===== config.mk =====
export PLATFORM = sky130hd
export DESIGN_NAME = pulse_count_blind_positioner
export DESIGN_NICKNAME = d
export VERILOG_FILES = /design/src/design/pcbp_pkg.sv /design/src/design/pulse_count_blind_positioner.sv
export SDC_FILE = /design/constraint.sdc
export NUM_CORES = 1
export LEC_CHECK = 0
export ABC_AREA = 1
export BUFFER_PORTS_ARGS = -buffer_cell sky130_fd_sc_hd__buf_2
export CAP_MARGIN = 10
export CORE_AREA = 4 4 126 128
export CTS_CLUSTER_DIAMETER = 30
export DETAILED_ROUTE_END_ITERATION = 6
export DIE_AREA = 0 0 130 132
export GPL_TIMING_DRIVEN = 0
export PLACE_DENSITY = 0.87
export SYNTH_ARGS = -nofsm -noshare
export SYNTH_HDL_FRONTEND = slang
export SYNTH_SLANG_ARGS = --single-unit

===== constraint.sdc =====
create_clock -name clk -period 3.9 [get_ports clk]
set_clock_uncertainty 0.1 [all_clocks]
set_input_delay 0.78 -clock clk [delete_from_list [all_inputs] [get_ports clk]]
set_output_delay 0.78 -clock clk [all_outputs]
set_load 0.05 [all_outputs]

===== src/design/pcbp_pkg.sv =====
package pcbp_pkg;

    localparam int POS_BITS_DEF = 16;

    typedef enum logic [2:0] {
        MODE_TICK      = 3'd0,
        MODE_SET_GOAL  = 3'd1,
        MODE_SET_MOT   = 3'd2,
        MODE_MARK_DOWN = 3'd3,
        MODE_MARK_UP   = 3'd4
    } mode_t;

    typedef enum logic [1:0] {
        MOT_STOP = 2'd0,
        MOT_INC  = 2'd1,
        MOT_DEC  = 2'd2
    } motion_t;

    typedef enum logic [1:0] {
        CAL_NONE = 2'd0,
        CAL_DOWN = 2'd1,
        CAL_UP   = 2'd2
    } cal_t;

endpackage


===== src/design/pulse_count_blind_positioner.sv =====
// Blind motor positioner with pulse counting.
// Input channel s_*: one transaction per tick or command. s_tuser carries the
// kind (tick, set target, set motion, mark bottom, mark top), s_tdata the
// sensor sample, requested target and manual motion.
// Output channel m_*: exactly one result per input transaction, in order,
// with the drive pins, motion state, counted position, stored target,
// calibrated maximum and the change-event flags of that transaction.
// The result appears on m_tvalid in the cycle after the input transaction.
// Throughput is one transaction per cycle while m_tready holds; the state
// registers and the single output register are the only storage, so the
// next item sees the state left by the previous one without any bubble.
// When the receiver stalls, the result waits in the output register and
// s_tready drops until it is taken; s_tready is high whenever the output
// register is empty or being emptied in the same cycle.
// Reset (rst_n low, asynchronous) stops the motor, clears position, target,
// maximum and the sensor history, and empties the output register.
module pulse_count_blind_positioner #(
    parameter int POS_BITS = pcbp_pkg::POS_BITS_DEF
) (
    input  logic                                  clk,
    input  logic                                  rst_n,
    input  logic                                  s_tvalid,
    output logic                                  s_tready,
    // sense, target, motion (lowest bit down), zero padded
    input  logic [((POS_BITS + 3 + 7) / 8) * 8 - 1:0] s_tdata,
    // mode
    input  logic [2:0]                            s_tuser,
    output logic                                  m_tvalid,
    input  logic                                  m_tready,
    // up_drive, down_drive, motion_state, position, goal, goal_valid,
    // max_position, moving, ev_state, ev_position, ev_target, ev_calibrate
    output logic [((3 * POS_BITS + 11 + 7) / 8) * 8 - 1:0] m_tdata
);
    import pcbp_pkg::*;

    localparam int IN_W  = ((POS_BITS + 3 + 7) / 8) * 8;
    localparam int RES_W = 3 * POS_BITS + 11;
    localparam int OUT_W = ((RES_W + 7) / 8) * 8;
    localparam logic signed [POS_BITS-1:0] POS_MAX = {1'b0, {(POS_BITS-1){1'b1}}};
    localparam logic signed [POS_BITS-1:0] POS_MIN = {1'b1, {(POS_BITS-1){1'b0}}};

    function automatic logic signed [POS_BITS-1:0] sat_sub(
        input logic signed [POS_BITS-1:0] a,
        input logic signed [POS_BITS-1:0] b
    );
        logic signed [POS_BITS:0] d;
        d = {a[POS_BITS-1], a} - {b[POS_BITS-1], b};
        if (d[POS_BITS] != d[POS_BITS-1])
            sat_sub = d[POS_BITS] ? POS_MIN : POS_MAX;
        else
            sat_sub = d[POS_BITS-1:0];
    endfunction

    // input fields
    logic                       in_sense;
    logic signed [POS_BITS-1:0] in_target;
    logic [1:0]                 in_motion;
    motion_t                    mot_in;

    // state
    motion_t                    motion_reg, motion_next;
    logic                       last_sense_reg, last_sense_next;
    logic signed [POS_BITS-1:0] position_reg, position_next;
    logic signed [POS_BITS-1:0] goal_reg, goal_next;
    logic                       goal_valid_reg, goal_valid_next;
    logic signed [POS_BITS-1:0] max_reg, max_next;
    logic signed [POS_BITS-1:0] step_pos;

    logic moving, ev_state, ev_position, ev_target;
    cal_t ev_cal;

    logic              m_tvalid_reg, m_tvalid_next;
    logic [OUT_W-1:0]  m_tdata_reg, m_tdata_next;
    logic [RES_W-1:0]  result;
    logic              accept;

    assign in_sense  = s_tdata[0];
    assign in_target = s_tdata[POS_BITS:1];
    assign in_motion = s_tdata[POS_BITS+2:POS_BITS+1];

    // motion code three means stopped
    always_comb
    begin
        if (in_motion == MOT_INC)
            mot_in = MOT_INC;
        else if (in_motion == MOT_DEC)
            mot_in = MOT_DEC;
        else
            mot_in = MOT_STOP;
    end

    assign s_tready = !m_tvalid_reg || m_tready;
    assign accept   = s_tvalid && s_tready;

    always_comb
    begin
        motion_next     = motion_reg;
        last_sense_next = last_sense_reg;
        position_next   = position_reg;
        goal_next       = goal_reg;
        goal_valid_next = goal_valid_reg;
        max_next        = max_reg;
        step_pos        = position_reg;
        moving          = 1'b0;
        ev_state        = 1'b0;
        ev_position     = 1'b0;
        ev_target       = 1'b0;
        ev_cal          = CAL_NONE;

        unique case (mode_t'(s_tuser))
            MODE_TICK:
            begin
                if (motion_reg != MOT_STOP)
                begin
                    moving = 1'b1;
                    if (in_sense != last_sense_reg)
                    begin
                        last_sense_next = in_sense;
                        if (motion_reg == MOT_DEC && position_reg != POS_MIN)
                            step_pos = position_reg - 1'b1;
                        else if (motion_reg == MOT_INC && position_reg != POS_MAX)
                            step_pos = position_reg + 1'b1;
                    end
                    ev_position   = (step_pos != position_reg);
                    position_next = step_pos;
                    // stop once the target is reached or passed
                    if (goal_valid_reg &&
                        ((motion_reg == MOT_INC && step_pos >= goal_reg) ||
                         (motion_reg == MOT_DEC && step_pos <= goal_reg)))
                    begin
                        motion_next = MOT_STOP;
                        ev_state    = 1'b1;
                    end
                end
            end
            MODE_SET_GOAL:
            begin
                goal_next       = in_target;
                goal_valid_next = 1'b1;
                ev_target       = 1'b1;
                if (in_target > position_reg)
                begin
                    motion_next = MOT_INC;
                    ev_state    = 1'b1;
                end
                else if (in_target < position_reg)
                begin
                    motion_next = MOT_DEC;
                    ev_state    = 1'b1;
                end
            end
            MODE_SET_MOT:
            begin
                goal_valid_next = 1'b0;
                goal_next       = '0;
                if (motion_reg != mot_in)
                begin
                    motion_next = mot_in;
                    ev_state    = 1'b1;
                end
            end
            MODE_MARK_DOWN:
            begin
                max_next = position_reg;
                ev_cal   = CAL_DOWN;
            end
            MODE_MARK_UP:
            begin
                // rebase to zero at the top
                max_next = sat_sub(max_reg, position_reg);
                if (goal_valid_reg)
                    goal_next = sat_sub(goal_reg, position_reg);
                ev_position   = (position_reg != '0);
                position_next = '0;
                ev_cal        = CAL_UP;
            end
            default:
            begin
            end
        endcase
    end

    assign result = {
        ev_cal,
        ev_target,
        ev_position,
        ev_state,
        moving,
        max_next,
        goal_valid_next,
        (goal_valid_next ? goal_next : {POS_BITS{1'b0}}),
        position_next,
        motion_next,
        (motion_next == MOT_INC),
        (motion_next == MOT_DEC)
    };

    always_comb
    begin
        m_tvalid_next = m_tvalid_reg;
        m_tdata_next  = m_tdata_reg;
        if (s_tready)
            m_tvalid_next = s_tvalid;
        if (accept)
            m_tdata_next = {{(OUT_W - RES_W){1'b0}}, result};
    end

    always_ff @(posedge clk or negedge rst_n)
    begin
        if (!rst_n)
        begin
            motion_reg     <= MOT_STOP;
            last_sense_reg <= 1'b0;
            position_reg   <= '0;
            goal_reg       <= '0;
            goal_valid_reg <= 1'b0;
            max_reg        <= '0;
            m_tvalid_reg   <= 1'b0;
        end
        else
        begin
            m_tvalid_reg <= m_tvalid_next;
            if (accept)
            begin
                motion_reg     <= motion_next;
                last_sense_reg <= last_sense_next;
                position_reg   <= position_next;
                goal_reg       <= goal_next;
                goal_valid_reg <= goal_valid_next;
                max_reg        <= max_next;
            end
        end
    end

    always_ff @(posedge clk)
    begin
        m_tdata_reg <= m_tdata_next;
    end

    assign m_tvalid = m_tvalid_reg;
    assign m_tdata  = m_tdata_reg;

    // IN_W repeats the input port width and bounds the unused-bit fold
    logic unused_pad;
    assign unused_pad = ^s_tdata[IN_W-1:POS_BITS+1];

endmodule


---- Word-level counts from Yosys, hierarchy flattened ----
Cells that the tools add are included.
word-level totals
  bits of input ports ..................... 31
  output and inout bits ................... 66
  flip-flop bits (word level) ............. 112
operators by class
  add/subtract/negate cells ............... 4
  order comparisons ....................... 4
  reduce and logical (&&, ||, !) cells .... 13
  multiplexer cells ....................... 34
  equal/unequal tests ..................... 17
operators by type and width
  operator                                                               number
  16-bit two-way mux                                                     11
  16-bit case mux with 2 select lines                                    2
  16-bit case mux with 3 select lines                                    1
  16-bit by 16-bit subtractor with 17-bit output                         2
  16-bit != test (second input constant)                                 2
  16-bit by 1-bit adder with 16-bit output (second input constant)       1
  16-bit >= comparator                                                   1
  16-bit > comparator                                                    1
  16-bit <= comparator                                                   1
  16-bit < comparator                                                    1
  16-bit != test                                                         1
  16-bit nonzero test                                                    1
  16-bit by 1-bit subtractor with 16-bit output (second input constant)  1
  2-bit two-way mux                                                      7
  1-bit two-way mux                                                      8
  2-bit by 1-bit == test with 1-bit output (second input constant)       3
  2-bit == test (second input constant)                                  3
  3-bit by 2-bit == test with 1-bit output (second input constant)       2
  1-bit logical AND                                                      6
  2-bit case mux with 3 select lines                                     1
  1-bit case mux with 2 select lines                                     2
  2-bit case mux with 2 select lines                                     1
  4-bit AND reduction                                                    1
  3-bit by 1-bit == test with 1-bit output (second input constant)       1
  8 further kinds                                                        11

---- Depth between registers and ports, before layout ----
  depth in word-level cells ............... 15
  depth in mapped cells ................... 31
  mapped depth without buffers ............ 30

---- Worst setup path after synthesis ----
OpenSTA, ideal clock, no wires.
  path type ............................... register to register
  start ................................... register position_reg[1]
  end ..................................... register m_tdata_reg[0] (netlist: m_tdata[0]) (data pin)
  required time ........................... 3.544 ns
  arrival time ............................ 3.118 ns
  setup slack ............................. 0.426 ns
  cell stages (with the launch flop) ...... 27
  clock period less this slack ............ 3.474 ns
  cell sequence ........................... dfrtp_1 -> inv_1 -> ha_1 -> nand3_1 -> nor2_1 -> nand2_1 -> nand2_2 -> inv_1 -> nand2_1 -> nand2_1 -> nor2_1 -> nand2_1 -> and2_1 -> ha_1 -> nand2_1 -> nor3_1 -> nand2_1 -> nand2_1 -> nand2_1 -> nand3_1 -> nand2_1 -> nand2_1 -> nand2_1 -> nand2_1 -> nand3_1 -> inv_1 -> nor2_1
between the ends
  cells in the longest elaborated chain, start to end .. 15
RTL lines
  item                                                                                               line                                 text
  start: declaration                                                                                 pulse_count_blind_positioner.sv:63   logic signed [POS_BITS-1:0] position_reg, position_next;
  start signal: assignment                                                                           pulse_count_blind_positioner.sv:227  position_reg <= position_next;
  parallel branches: the longest is 13 deep, another holds 16-bit by 1-bit adder with 16-bit output  -
  2-bit case mux with 3 select lines (*)                                                             pulse_count_blind_positioner.sv:110  unique case (mode_t'(s_tuser))
  net motion_next[1]                                                                                 pulse_count_blind_positioner.sv:61   motion_t motion_reg, motion_next;
  2-bit == test (*)                                                                                  pulse_count_blind_positioner.sv:195  (motion_next == MOT_DEC)
  net result[0]                                                                                      pulse_count_blind_positioner.sv:74   logic [RES_W-1:0] result;
  end signal: assignment                                                                             pulse_count_blind_positioner.sv:237  m_tdata_reg <= m_tdata_next;
  end: declaration                                                                                   pulse_count_blind_positioner.sv:73   logic [OUT_W-1:0] m_tdata_reg, m_tdata_next;
Mark *: on every way through the listed nets, which the timed path passes. The select of a mux whose other input is x is not followed.
A chain may end at the register's enable or synchronous reset.

---- Worst setup path after layout ----
  start ................................... register position_reg[1]
  end ..................................... register m_tdata_reg[1] (netlist: m_tdata[1]) (data pin)
between the ends
  cells in the longest elaborated chain, start to end .. 15
RTL lines
  item                                                                                               line                                 text
  parallel branches: the longest is 13 deep, another holds 16-bit by 1-bit adder with 16-bit output  -
  2-bit case mux with 3 select lines (*)                                                             pulse_count_blind_positioner.sv:110
  net motion_next[0]                                                                                 pulse_count_blind_positioner.sv:61
  2-bit by 1-bit == test with 1-bit output (*)                                                       pulse_count_blind_positioner.sv:194  (motion_next == MOT_INC),
  net result[1]                                                                                      pulse_count_blind_positioner.sv:74
Marks and branches as above.

==> impl_metrics.py <==
metrics = {
    "timing": {
        "finalCritPeriodShare": 0.979,
        "worst_pin_slew_ps": 1030,
        "max_freq_mhz": 262,
        "rsz0062_at_grt": "true",
        "setup-tns-final_ps": 0,
        "relSlewSlack": 0.311,
        "period_needed_ps": 3820,
        "slew_violations": 0,
        "final-setup-viol-count": 0,
        "hold_viol": 0,
    },
    "final_layout": {
        "diodes": 0,
        "drive_above_1_share": 0.190,
        "syn_to_final_growth_pct": 16.5,
        "fin_util": 0.686,
        "instances_no_fill": 1535,
        "mostFrequentLayoutCell": "nand2_1",
        "largest_register_ffs": 59,
        "mostFrequentLayoutCells": "nand2_1, inv_1, nand3_1, buf_2",
        "finalNetCount": 1441,
    },
    "power_and_ir_drop": {
        "power.density_nw_per_um2": 805,
        "peakVddDrop_mv": 0.517,
        "pwr-share-comb": 0.672,
        "p_leak_uw": 0.00506,
        "swShare": 0.527,
        "p_clk_frac": 0.112,
        "switchingPower_uw": 4330,
        "cell_internal_pwr_uw": 3890,
        "p_seq_frac": 0.217,
    },
    "floorplan": {
        "die_w_um": 130,
        "die-area_um2": 17200,
        "rows": 45,
        "core_um2": 14900,
        "initial_core_util": 0.589,
        "io_pins": 97,
        "die_h_um": 132,
    },
    "logic_synthesis": {
        "synth_area_um2": 8760,
        "ys.flop_type": "edfxtp_1",
        "ys_types": 41,
        "ys_ff_latch": 112,
        "syn_inst": 1224,
        "seq_area_frac_synth": 0.354,
        "synth_edf_count": 59,
        "ys_async_sr_fraction": 0.473,
        "avgSynthCellArea_um2": 7.16,
        "yosys_warnings": 0,
    },
    "clock_tree": {
        "clk_latency_ps": 370,
        "clock-root-buffer": "clkbuf_16",
        "cts.htree.levels": 3,
        "cts.sinks": 112,
        "cts_max_path_buffers": 2,
        "ctsHoldBuffers": 0,
        "numCtsBuffers": 9,
        "cts_tree": "built",
        "clk_transition_reported_paths_ps": 70,
    },
    "global_route": {
        "grt.overflow.total": 0,
        "grt_antenna_before_repair": 0,
        "track_usage": 0.305,
        "grt_pass1_wl_um": 41200,
        "grt_max_degree": 69,
        "grt_pass1_vias": 8247,
    },
    "setup_path": {
        "critical_path_arrival_ps": 3850,
        "cp_slowest_stage_delay_ps": 460,
        "crit_slowest_cell": "dfrtp_2",
        "cp_max_fo": 10,
        "required_ps": 3930,
        "critPathCaptureType": "flop",
        "start_kind": "flop",
        "cp_top_family": "simple AND/OR/NAND/NOR gates",
        "critPathBufInv": 4,
        "crit_top_cell": "nand2_1",
        "critical_path_class": "flop to flop",
    },
    "flow_run": {
        "cap_violations": 0,
    },
    "outcome": {
        "status": "complete, no violations",
    },
    "route": {
        "dr.pass1.iters": 6,
        "wire_per_inst_um": 17.6,
        "ant_nets": 0,
        "vias": 8921,
        "wirelength_um": 27100,
        "drc": 0,
        "vias_per_cell": 5.81,
        "drtIter0Drc": 1094,
    },
    "placement": {
        "portBuffers": 86,
        "dp_hpwl_um": 19800,
        "dpl.cell_count": 1503,
        "routabilityCongestion": 0.962,
    },
    "worst_hold_path": {
        "hp-class": "input pin to async pin",
    },
}
==> final timing paths <==
path | from | depth (start not counted) | endpoint | slack (ps)
max in group asynchronous | rst_n | 2 | motion_reg[1] | 2730
min in group clk | max_reg[8] | 2 | max_reg[8] | 410
min reg2reg | max_reg[8] | 2 | max_reg[8] | 410
max reg2reg | position_reg[1] | 30 | m_tdata[1] | 80
min | rst_n | 1 | max_reg[5] | 350
max | position_reg[1] | 30 | m_tdata[1] | 80
==> repair_timing <==
item,4_1_cts,5_1_grt
setup endpoints to repair,7,7
gates resized for setup,9,76
pin swaps,1,28
cloned,0,0
buffers inserted,7,9
==> logic make-up (layout without fill, tap and decap cells) <==
kind of cell | Yosys count | in the layout | share of synthesized area
compound gates | 169 | 169 | 0.109
flops | 112 | 112 | 0.354
fa+ha+maj | 68 | 68 | 0.0989
buf+inv | 180 | 299 | 0.0876
simple gates | 663 | 663 | 0.320
xor+xnor | 31 | 31 | 0.0310
other cells | 1 | 5 | 0.000428
==> layer usage <==
layer / part of all wire / GRT usage
met1: 0.43 / 0.441
met2: 0.44 / 0.453
met3: 0.10 / 0.0636
met4: 0.034 / 0.105
met5: 0 / 0
==> per-stage QoR <==
step	power (uW)	hold slack, ps	cell area [um2]	worst slack (ps)
floorplan	5670	371	8770	426
global placement	6700	388	9440	-359
detailed placement	6820	400	9460	-427
CTS	7800	365	9830	39.1
global route	8850	399	10200	-162
finish	8220	355	10200	83.1
==> final cells by class <==
class	count	area, um2
Timing Repair Buffer	103	571
Buffer	42	253
Sequential cell	112	3100
Tap cell	188	235
Clock inverter	7	53.8
Fill cell	1250	4660
Multi-Input combinational cell	936	5220
Inverter	138	542
Clock buffer	9	225
==> Yosys cell counts (9+ instances only) <==
| master | n | area (um2) |
|---|---|---|
| nor2_1 | 68 | 255 |
| a21oi_1 | 65 | 325 |
| xnor2_1 | 11 | 96.3 |
| inv_2 | 9 | 33.8 |
| and2_1 | 9 | 56.3 |
| ha_1 | 66 | 826 |
| nand2_1 | 408 | 1530 |
| nand2_2 | 21 | 131 |
| buf_4 | 9 | 67.6 |
| clkbuf_1 | 15 | 56.3 |
| dfrtp_1 | 53 | 1330 |
| nand4_1 | 12 | 75.1 |
| edfxtp_1 | 59 | 1770 |
| inv_1 | 126 | 473 |
| a31oi_1 | 20 | 125 |
| nor3_1 | 15 | 75.1 |
| buf_2 | 10 | 50.1 |
| xor2_1 | 20 | 175 |
| o21ai_0 | 57 | 285 |
| nand3_1 | 121 | 606 |
==> power groups by stage <==
stage	logic (uW)	registers [uW]	clock network (uW)
2_1_floorplan	3570	2100	0
3_3_place_gp	4910	1780	0
3_5_place_dp	5040	1790	0
4_1_cts	5110	1760	924
5_1_grt	6080	1810	964
6_report	5520	1780	917
No activity file was read; power rests on OpenSTA's default activity.
